[src/rtl/telnet_client_negotiator_top_assert.svh]
// Assertion macros for the telnet client negotiator top level.
// Each macro expands to one labeled concurrent assertion clocked on clk
// and disabled while rst is high.
`ifndef TELNET_CLIENT_NEGOTIATOR_TOP_ASSERT_SVH
`define TELNET_CLIENT_NEGOTIATOR_TOP_ASSERT_SVH

// Condition must hold in the same cycle as the antecedent
`define TCN_ASSERT_IMPLY(label, ante, cons, msg) \
  label: assert property (@(posedge clk) disable iff (rst) (ante) |-> (cons)) \
    else $error(msg);

// Condition must hold in the cycle after the antecedent
`define TCN_ASSERT_NEXT(label, ante, cons, msg) \
  label: assert property (@(posedge clk) disable iff (rst) (ante) |=> (cons)) \
    else $error(msg);

`endif

[src/rtl/tcn_pkg.sv]
// ----------------------------------------------------------------------------
// tcn_pkg
// Telnet command codes, option codes, reply job types and the byte
// sequencing functions shared by the negotiator modules.
// ----------------------------------------------------------------------------
package tcn_pkg;

  // Telnet command codes
  localparam logic [7:0] CMD_IAC  = 8'd255;
  localparam logic [7:0] CMD_DONT = 8'd254;
  localparam logic [7:0] CMD_DO   = 8'd253;
  localparam logic [7:0] CMD_WONT = 8'd252;
  localparam logic [7:0] CMD_WILL = 8'd251;
  localparam logic [7:0] CMD_SB   = 8'd250;
  localparam logic [7:0] CMD_SE   = 8'd240;

  // Option codes
  localparam logic [7:0] OPT_ECHO  = 8'd1;
  localparam logic [7:0] OPT_TTYPE = 8'd24;
  localparam logic [7:0] OPT_LAST_RANGE = 8'd37;
  localparam logic [7:0] OPT_EXTRA = 8'd39;
  localparam logic [7:0] OPT_EXOPL = 8'd255;

  // Subnegotiation IS code
  localparam logic [7:0] TTYPE_IS = 8'd0;

  // Output channel codes
  localparam logic CHAN_HOST = 1'b0;
  localparam logic CHAN_PEER = 1'b1;

  // Reply lengths
  localparam logic [3:0] LEN_HOST = 4'd1;
  localparam logic [3:0] LEN_CMD3 = 4'd3;
  localparam logic [3:0] LEN_TERM = 4'd11;

  typedef enum logic [1:0] {
    JOB_NONE,
    JOB_HOST,
    JOB_CMD3,
    JOB_TERM
  } tcn_job_kind_t;

  // One decoded input byte: what it asks the emitter to send
  typedef struct packed {
    tcn_job_kind_t kind;
    logic [7:0]    cmd;
    logic [7:0]    arg;
  } tcn_job_t;

  function automatic logic [3:0] job_len(tcn_job_kind_t kind);
    logic [3:0] len;
    case (kind)
      JOB_HOST: len = LEN_HOST;
      JOB_CMD3: len = LEN_CMD3;
      JOB_TERM: len = LEN_TERM;
      default:  len = 4'd0;
    endcase
    return len;
  endfunction

  // Terminal type reply: IAC SB TTYPE IS "vt320" IAC SE
  function automatic logic [7:0] term_byte(logic [3:0] idx);
    logic [7:0] b;
    case (idx)
      4'd0:    b = CMD_IAC;
      4'd1:    b = CMD_SB;
      4'd2:    b = OPT_TTYPE;
      4'd3:    b = TTYPE_IS;
      4'd4:    b = 8'h76;  // v
      4'd5:    b = 8'h74;  // t
      4'd6:    b = 8'h33;  // 3
      4'd7:    b = 8'h32;  // 2
      4'd8:    b = 8'h30;  // 0
      4'd9:    b = CMD_IAC;
      4'd10:   b = CMD_SE;
      default: b = 8'd0;
    endcase
    return b;
  endfunction

  function automatic logic [7:0] emit_byte(tcn_job_t job, logic [3:0] idx);
    logic [7:0] b;
    case (job.kind)
      JOB_HOST: b = job.arg;
      JOB_CMD3: begin
        if (idx == 4'd0) begin
          b = CMD_IAC;
        end else if (idx == 4'd1) begin
          b = job.cmd;
        end else begin
          b = job.arg;
        end
      end
      JOB_TERM: b = term_byte(idx);
      default:  b = 8'd0;
    endcase
    return b;
  endfunction

endpackage

[src/rtl/tcn_rx_if.sv]
// ----------------------------------------------------------------------------
// tcn_rx_if
// Valid/ready channel carrying one received telnet byte per transfer.
// ----------------------------------------------------------------------------
interface tcn_rx_if;
  logic       valid;
  logic       ready;
  logic [7:0] rx_byte;

  modport source (output valid, output rx_byte, input ready);
  modport sink (input valid, input rx_byte, output ready);
endinterface

[src/rtl/tcn_res_if.sv]
// ----------------------------------------------------------------------------
// tcn_res_if
// Valid/ready channel carrying one result byte per transfer, tagged with
// its channel and an end-of-item mark.
// ----------------------------------------------------------------------------
interface tcn_res_if;
  logic       valid;
  logic       ready;
  logic       channel;
  logic [7:0] out_byte;
  logic       last;

  modport source (output valid, output channel, output out_byte, output last, input ready);
  modport sink (input valid, input channel, input out_byte, input last, output ready);
endinterface

[src/rtl/tcn_parser.sv]
// ----------------------------------------------------------------------------
// tcn_parser
// Telnet stream parser: holds the parse mode, last command and echo flag,
// and decodes the current byte into a reply job. State advances on take.
// ----------------------------------------------------------------------------
module tcn_parser (
  input  logic             clk,
  input  logic             rst,
  input  logic [7:0]       rx_byte,
  input  logic             take,
  output tcn_pkg::tcn_job_t job
);

  typedef enum logic [1:0] {
    MODE_DATA,
    MODE_CMD,
    MODE_OPT,
    MODE_SKIP
  } mode_t;

  mode_t      mode;
  mode_t      mode_next;
  logic [7:0] held_cmd;
  logic [7:0] held_cmd_next;
  logic       echo_on;
  logic       echo_on_next;
  logic       listed;

  // Options refused when offered or requested
  assign listed = ((rx_byte <= tcn_pkg::OPT_LAST_RANGE) &&
                   (rx_byte != tcn_pkg::OPT_ECHO) &&
                   (rx_byte != tcn_pkg::OPT_TTYPE)) ||
                  (rx_byte == tcn_pkg::OPT_EXTRA) ||
                  (rx_byte == tcn_pkg::OPT_EXOPL);

  // Decode the byte against the current mode
  always_comb begin
    mode_next     = mode;
    held_cmd_next = held_cmd;
    echo_on_next  = echo_on;
    job.kind      = tcn_pkg::JOB_NONE;
    job.cmd       = 8'd0;
    job.arg       = rx_byte;
    case (mode)
      MODE_DATA: begin
        if (rx_byte == tcn_pkg::CMD_IAC) begin
          mode_next = MODE_CMD;
        end else if (echo_on) begin
          job.kind = tcn_pkg::JOB_HOST;
        end
      end
      MODE_CMD: begin
        held_cmd_next = rx_byte;
        if (rx_byte inside {[tcn_pkg::CMD_SB:tcn_pkg::CMD_DONT]}) begin
          mode_next = MODE_OPT;
        end else begin
          mode_next = MODE_DATA;
        end
      end
      MODE_OPT: begin
        mode_next = (held_cmd == tcn_pkg::CMD_SB) ? MODE_SKIP : MODE_DATA;
        if (rx_byte == tcn_pkg::OPT_ECHO) begin
          if (held_cmd == tcn_pkg::CMD_WILL) begin
            echo_on_next = 1'b1;
            job.kind     = tcn_pkg::JOB_CMD3;
            job.cmd      = tcn_pkg::CMD_DO;
          end else if (held_cmd == tcn_pkg::CMD_WONT) begin
            echo_on_next = 1'b0;
            job.kind     = tcn_pkg::JOB_CMD3;
            job.cmd      = tcn_pkg::CMD_DONT;
          end else if (held_cmd == tcn_pkg::CMD_DO || held_cmd == tcn_pkg::CMD_DONT) begin
            job.kind = tcn_pkg::JOB_CMD3;
            job.cmd  = tcn_pkg::CMD_WONT;
          end
        end else if (rx_byte == tcn_pkg::OPT_TTYPE) begin
          if (held_cmd == tcn_pkg::CMD_SB) begin
            job.kind = tcn_pkg::JOB_TERM;
          end else if (held_cmd == tcn_pkg::CMD_WILL) begin
            job.kind = tcn_pkg::JOB_CMD3;
            job.cmd  = tcn_pkg::CMD_DONT;
          end else if (held_cmd == tcn_pkg::CMD_DO) begin
            job.kind = tcn_pkg::JOB_CMD3;
            job.cmd  = tcn_pkg::CMD_WILL;
          end
        end else if (listed) begin
          if (held_cmd == tcn_pkg::CMD_WILL) begin
            job.kind = tcn_pkg::JOB_CMD3;
            job.cmd  = tcn_pkg::CMD_DONT;
          end else if (held_cmd == tcn_pkg::CMD_DO) begin
            job.kind = tcn_pkg::JOB_CMD3;
            job.cmd  = tcn_pkg::CMD_WONT;
          end
        end
      end
      MODE_SKIP: begin
        if (rx_byte == tcn_pkg::CMD_IAC) begin
          mode_next = MODE_CMD;
        end
      end
      default: begin
        mode_next = MODE_DATA;
      end
    endcase
  end

  // Advance the parse state when the emitter takes the byte
  always_ff @(posedge clk) begin
    if (rst) begin
      mode     <= MODE_DATA;
      held_cmd <= tcn_pkg::CMD_SB;
      echo_on  <= 1'b1;
    end else if (take) begin
      mode     <= mode_next;
      held_cmd <= held_cmd_next;
      echo_on  <= echo_on_next;
    end
  end

endmodule

[src/rtl/tcn_emitter.sv]
// ----------------------------------------------------------------------------
// tcn_emitter
// Holds one reply job and steps through its bytes into the result
// register, one byte per cycle unless the receiver holds off, marking the final byte of each job.
// ----------------------------------------------------------------------------
module tcn_emitter (
  input  logic              clk,
  input  logic              rst,
  input  logic              job_valid,
  input  tcn_pkg::tcn_job_t job,
  output logic              take,
  tcn_res_if.source         res
);

  logic              j_valid;
  tcn_pkg::tcn_job_t j_job;
  logic [3:0]        j_idx;
  logic              j_final;
  logic              out_load;
  logic              job_free;
  logic              load_job;
  logic              o_valid;
  logic              o_channel;
  logic [7:0]        o_byte;
  logic              o_last;

  // Byte step and handoff
  assign j_final  = (j_idx == (tcn_pkg::job_len(j_job.kind) - 4'd1));
  assign out_load = j_valid && (!o_valid || res.ready);
  assign job_free = !j_valid || (out_load && j_final);
  assign take     = job_valid && ((job.kind == tcn_pkg::JOB_NONE) || job_free);
  assign load_job = take && (job.kind != tcn_pkg::JOB_NONE);

  // Hold the job and the result register
  always_ff @(posedge clk) begin
    if (rst) begin
      j_valid <= 1'b0;
      j_idx   <= 4'd0;
      o_valid <= 1'b0;
    end else begin
      if (load_job) begin
        j_valid <= 1'b1;
        j_idx   <= 4'd0;
      end else if (out_load) begin
        if (j_final) begin
          j_valid <= 1'b0;
        end else begin
          j_idx <= j_idx + 4'd1;
        end
      end
      if (out_load) begin
        o_valid <= 1'b1;
      end else if (o_valid && res.ready) begin
        o_valid <= 1'b0;
      end
    end
  end

  // Result payload and job payload
  always_ff @(posedge clk) begin
    if (out_load) begin
      o_channel <= (j_job.kind == tcn_pkg::JOB_HOST) ? tcn_pkg::CHAN_HOST : tcn_pkg::CHAN_PEER;
      o_byte    <= tcn_pkg::emit_byte(j_job, j_idx);
      o_last    <= j_final;
    end
    if (load_job) begin
      j_job <= job;
    end
  end

  assign res.valid    = o_valid;
  assign res.channel  = o_channel;
  assign res.out_byte = o_byte;
  assign res.last     = o_last;

endmodule

[src/rtl/telnet_client_negotiator_top.sv]
// ----------------------------------------------------------------------------
// telnet_client_negotiator_top
// Telnet receive-side option negotiator with host data and peer reply output.
// ----------------------------------------------------------------------------
// Received bytes enter an input register, are parsed against the telnet
// state (data, command, option, skipped subnegotiation) and turn into zero
// or more result bytes: plain data for the host while echo is on, or reply
// bytes for the peer. A byte that yields zero or one result is taken every
// cycle while the emitter is free; a 3-byte option reply and the 11-byte
// terminal type reply hold the input while the single result register
// sends their bytes, one per cycle unless the receiver holds off. The last
// flag marks the final result of each received byte.
module telnet_client_negotiator_top (
  input  logic      clk,
  input  logic      rst,
  tcn_rx_if.sink    rx,
  tcn_res_if.source res
);

  `include "telnet_client_negotiator_top_assert.svh"

  logic              a_valid;
  logic [7:0]        a_byte;
  logic              take;
  tcn_pkg::tcn_job_t job;

  // Input register: accept when empty or when its byte moves on
  assign rx.ready = !a_valid || take;

  always_ff @(posedge clk) begin
    if (rst) begin
      a_valid <= 1'b0;
    end else if (rx.valid && rx.ready) begin
      a_valid <= 1'b1;
    end else if (take) begin
      a_valid <= 1'b0;
    end
  end

  always_ff @(posedge clk) begin
    if (rx.valid && rx.ready) begin
      a_byte <= rx.rx_byte;
    end
  end

  tcn_parser u_parser (
    .clk     (clk),
    .rst     (rst),
    .rx_byte (a_byte),
    .take    (take),
    .job     (job)
  );

  tcn_emitter u_emitter (
    .clk       (clk),
    .rst       (rst),
    .job_valid (a_valid),
    .job       (job),
    .take      (take),
    .res       (res)
  );

  // Checks
  `TCN_ASSERT_NEXT(a_hold_chk, a_valid && !take, a_valid && $stable(a_byte), "input byte lost while waiting")
  `TCN_ASSERT_IMPLY(a_ready_chk, !a_valid, rx.ready, "empty input register refuses a transfer")
  `TCN_ASSERT_IMPLY(host_last_chk, res.valid && (res.channel == tcn_pkg::CHAN_HOST), res.last, "host byte not marked last")

endmodule

[src/flat_wrapper.sv]
// flat-port wrapper written by rule: the top's interface ports become plain ports
module telnet_client_negotiator_top_flat 
  (clk, rst, rx_valid, rx_rx_byte, rx_ready, res_valid, res_channel, res_out_byte, res_last, res_ready);
  tcn_rx_if rx_i ();
  tcn_res_if res_i ();
  input  logic clk;
  input  logic rst;
  input wire logic [$bits(rx_i.valid)-1:0] rx_valid;
  input wire logic [$bits(rx_i.rx_byte)-1:0] rx_rx_byte;
  output wire logic [$bits(rx_i.ready)-1:0] rx_ready;
  output wire logic [$bits(res_i.valid)-1:0] res_valid;
  output wire logic [$bits(res_i.channel)-1:0] res_channel;
  output wire logic [$bits(res_i.out_byte)-1:0] res_out_byte;
  output wire logic [$bits(res_i.last)-1:0] res_last;
  input wire logic [$bits(res_i.ready)-1:0] res_ready;
  assign rx_i.valid = rx_valid;
  assign rx_i.rx_byte = rx_rx_byte;
  assign rx_ready = rx_i.ready;
  assign res_valid = res_i.valid;
  assign res_channel = res_i.channel;
  assign res_out_byte = res_i.out_byte;
  assign res_last = res_i.last;
  assign res_i.ready = res_ready;
  telnet_client_negotiator_top u_core (.clk(clk), .rst(rst), .rx(rx_i), .res(res_i));
endmodule
[config.mk]
export PLATFORM = sky130hd
export DESIGN_NAME = telnet_client_negotiator_top_flat
export DESIGN_NICKNAME = d
export VERILOG_FILES = /design/src/rtl/tcn_pkg.sv /design/src/rtl/tcn_rx_if.sv /design/src/rtl/tcn_res_if.sv /design/src/rtl/tcn_parser.sv /design/src/rtl/tcn_emitter.sv /design/src/rtl/telnet_client_negotiator_top.sv /design/src/flat_wrapper.sv
export VERILOG_INCLUDE_DIRS = /design/src /design/src/rtl
export SDC_FILE = /design/constraint.sdc
export NUM_CORES = 1
export LEC_CHECK = 0
export ABC_AREA = 1
export BUFFER_PORTS_ARGS = -buffer_cell sky130_fd_sc_hd__buf_4
export CORE_ASPECT_RATIO = 1.75
export CORE_MARGIN = 3
export CORE_UTILIZATION = 25
export CTS_BUF_LIST = sky130_fd_sc_hd__clkbuf_16
export DETAILED_ROUTE_END_ITERATION = 7
export HOLD_SLACK_MARGIN = 0.05
export PLACE_DENSITY = 0.37
export SYNTH_ARGS = -nofsm -noshare
export SYNTH_HDL_FRONTEND = slang
export SYNTH_SLANG_ARGS = --single-unit
[constraint.sdc]
create_clock -name clk -period 2.7 [get_ports clk]
set_input_delay 0.135 -clock clk [delete_from_list [all_inputs] [get_ports clk]]
set_output_delay 0.135 -clock clk [all_outputs]
set_load 0.03 [all_outputs]
==> results by group <==
Routing
  – Initial DRT Pass Iterations: 5
  – Via Count: 2,308
  – Remaining DRCs: 0
  – Starting DRT DRC Count: 83
  – Vias per cell: 4.388
  – Total Wirelength: 7251 µm
  – Wire per inst: 13.79 µm
  – Final ANT Viol Nets: 0

Timing
  – Period minus WS final: 2.428 ns
  – Setup TNS: 0 ns
  – Final setup violation count: 0
  – Worst Tran Pin Value: 0.4157 ns
  – Hold_ws: 0.07650 ns
  – Final period utilization: 89.91%
  – RSZ-0062 raised after global routing: false
  – Hold Fails Final Rpt: 0
  – Peak Freq: 0.4119 GHz
  – Max Slew Vio Count: 0
  – Skew final: 0.006183 ns
  – Rel. slew slack: 72.26%
  – Final setup margin: 0.2724 ns

Floorplan
  – Top Ports: 24
  – Starting density of the core: 25.62%
  – Total core area: 11,580 µm²
  – Die X: 88.35 µm
  – Die height: 150.1 µm
  – Die area: 13,260 µm²
  – Rows: 52

Global route
  – Global-route wire length before repair: 11,350 µm
  – Vias in the first global route: 2,269
  – Total grt overflow: 0
  – Pin count of the biggest net entering global routing: 15
  – Initial antenna violation count: 0
  – Total GRT Usage: 11.71%

Pwr
  – Pwr/cell area: 610.2 nW/µm²
  – Total power: 2.300 mW
  – Maximum VDD drop: 0.0002913 V
  – Static Leak: 1.623 nW

Setup path
  – Setup CP Type: reg -> reg
  – Worst endpoint required time: 2.96 ns
  – WP data arrival: 2.69 ns
  – Crit. End Element: register
  – CP startpoint kind: register
  – Worst-path maximum fanout: 6

Yosys
  – Sequential area share after synthesis: 49.94%
  – Synth Instances: 335
  – Cell Area, Synth: 2967 µm²
  – Mapped Nets: 362
  – Yosys warns: 0
  – Synth Area per Inst: 8.856 µm²
  – Yosys reg bits: 58
  – Netlist cell types: 34

Placement
  – Buffers on Ports: 23
  – HPWL after detailed placement: 5801 µm
  – Worst slack, placed: 0.05694 ns
  – Cells after DPL: 496
  – Placer Congestion: 0.7960
  – Placed inst area: 3342 µm²

Clocking
  – Clock Sinks: 58
  – Num CTS Buffers: 9
  – Clk pin slew, worst setup/hold paths: 0.05 ns
  – CTS Buffer Depth: 2
  – Clk_lat worst skew: 0.32 ns
  – H-tree depth: 3
  – Clk root buf: clkbuf_16
  – TritonCTS clock tree: done

Finish
  – Final core occ: 32.54%
  – P&R area growth vs syn: 27.03%
  – Most common cell after layout, fill and taps aside: nand2_1
  – Sequential Area: 1481 µm²
  – Share of cells above drive strength 1: 20.46%
  – Layout fillers: 1,234
  – ANT cells: 0
  – Final #Nets: 413
  – Final instance area: 3769 µm²
  – Multi-input logic area: 1309 µm²
  – Cell Count, Final, Fillers Out: 526
  – Commonest non-fill, non-tap cells in the layout: nand2_1, inv_1, buf_4

Run status
  – Status: complete, no violations

Worst hold path
  – Worst hold path class: in -> reg

Run
  – Max cap viols: 0
==> final timing paths <==
kind                           startpoint                         end  slack (ns)  depth (start not counted)
setup / recovery         u_core.a_byte[7]                    register        0.27                         18
hold / removal                  res_ready  u_core.u_emitter.res.valid        0.08                          4
setup reg to reg         u_core.a_byte[7]                    register        0.27                         18
hold reg to reg   u_core.u_parser.echo_on     u_core.u_parser.echo_on        0.46                          2
==> report_power, final <==
| part | internal [mW] | leakage (nW) | switching [mW] | total [mW] |
|---|---|---|---|---|
| Combinational | 0.0793 | 0.974 | 0.123 | 0.202 |
| Clock | 0.701 | 0.138 | 0.391 | 1.09 |
| Sequential | 0.979 | 0.511 | 0.0271 | 1.01 |
| Total | 1.76 | 1.62 | 0.541 | 2.30 |
==> final cells by class <==
cell class / count / area share [%]
timing repair buffer: 44 / 9.363
clock buffer: 9 / 5.976
tap: 135 / 4.482
multi-input combinational: 229 / 34.73
sequential: 58 / 39.31
clock inverter: 7 / 1.627
inverter: 44 / 4.515
==> routing by layer <==
metal / vias up / share of wire [%] / GRT usage [%]
li1: 1213 / - / -
met3: 8 / 2.3 / 2.629
met1: 1059 / 34 / 10.49
met2: 28 / 62 / 23.99
met4: 0 / 1.4 / 4.312
met5: - / 0 / 0
==> cells in the mapped netlist <==
master	number	area (µm²)
a21oi_1	11	55.05
a31oi_1	4	25.02
a41oi_1	7	61.31
and3_1	1	6.260
buf_1	1	3.750
buf_4	1	7.510
clkbuf_1	2	7.510
dfxtp_1	26	520.5
edfxtp_1	32	960.9
ha_1	15	187.7
inv_1	39	146.4
inv_2	3	11.26
inv_4	2	12.51
nand2_1	86	322.8
nand2_2	8	50.05
nand2_4	2	22.52
nand3_1	27	135.1
nand3_2	3	30.03
nand3_4	3	52.55
nand4_1	2	12.51
nor2_1	30	112.6
nor2_2	5	31.28
nor2_4	1	11.26
nor2_8	1	20.02
nor3_1	2	10.01
nor3_2	1	10.01
o2111ai_1	1	8.760
o211ai_1	3	22.52
o21ai_0	2	10.01
o21ai_1	7	35.03
or2_1	1	6.260
or2_2	1	6.260
xor2_1	4	35.03
xor2_2	1	16.27
==> logic make-up (layout without fill, tap and decap cells) <==
family	count (synthesis)	count (layout)	share of synthesized area, %
xor+xnor	5	5	1.729
flops	58	58	49.94
fa+ha+maj	15	15	6.326
simple gates	174	174	28.30
buf+inv	48	104	6.369
compound gates	35	35	7.338
==> worst max-delay path, stage by stage (launching register included) <==
cell      delay, ns
edfxtp_1       0.48
nor2_2         0.19
nand3_1        0.13
nor2_4         0.19
nor2_1         0.06
nand2_1        0.07
nand2_2        0.06
nand2_2        0.07
nand2_1        0.06
nand2_2        0.08
nand2_4        0.07
nand3_4        0.07
nand2_2        0.08
nor2_2         0.18
ha_1           0.18
inv_1          0.06
nor2_1         0.13
nand2_2        0.10
nand3_1        0.10
==> timing repair <==
item	4_1_cts	5_1_grt
endpoints found under the setup margin	0	7
hold buffers	9	0
resized for setup	0	3
buffers inserted	0	5
hold endpoints to repair	13	0
No activity file was read; power rests on OpenSTA's default activity.
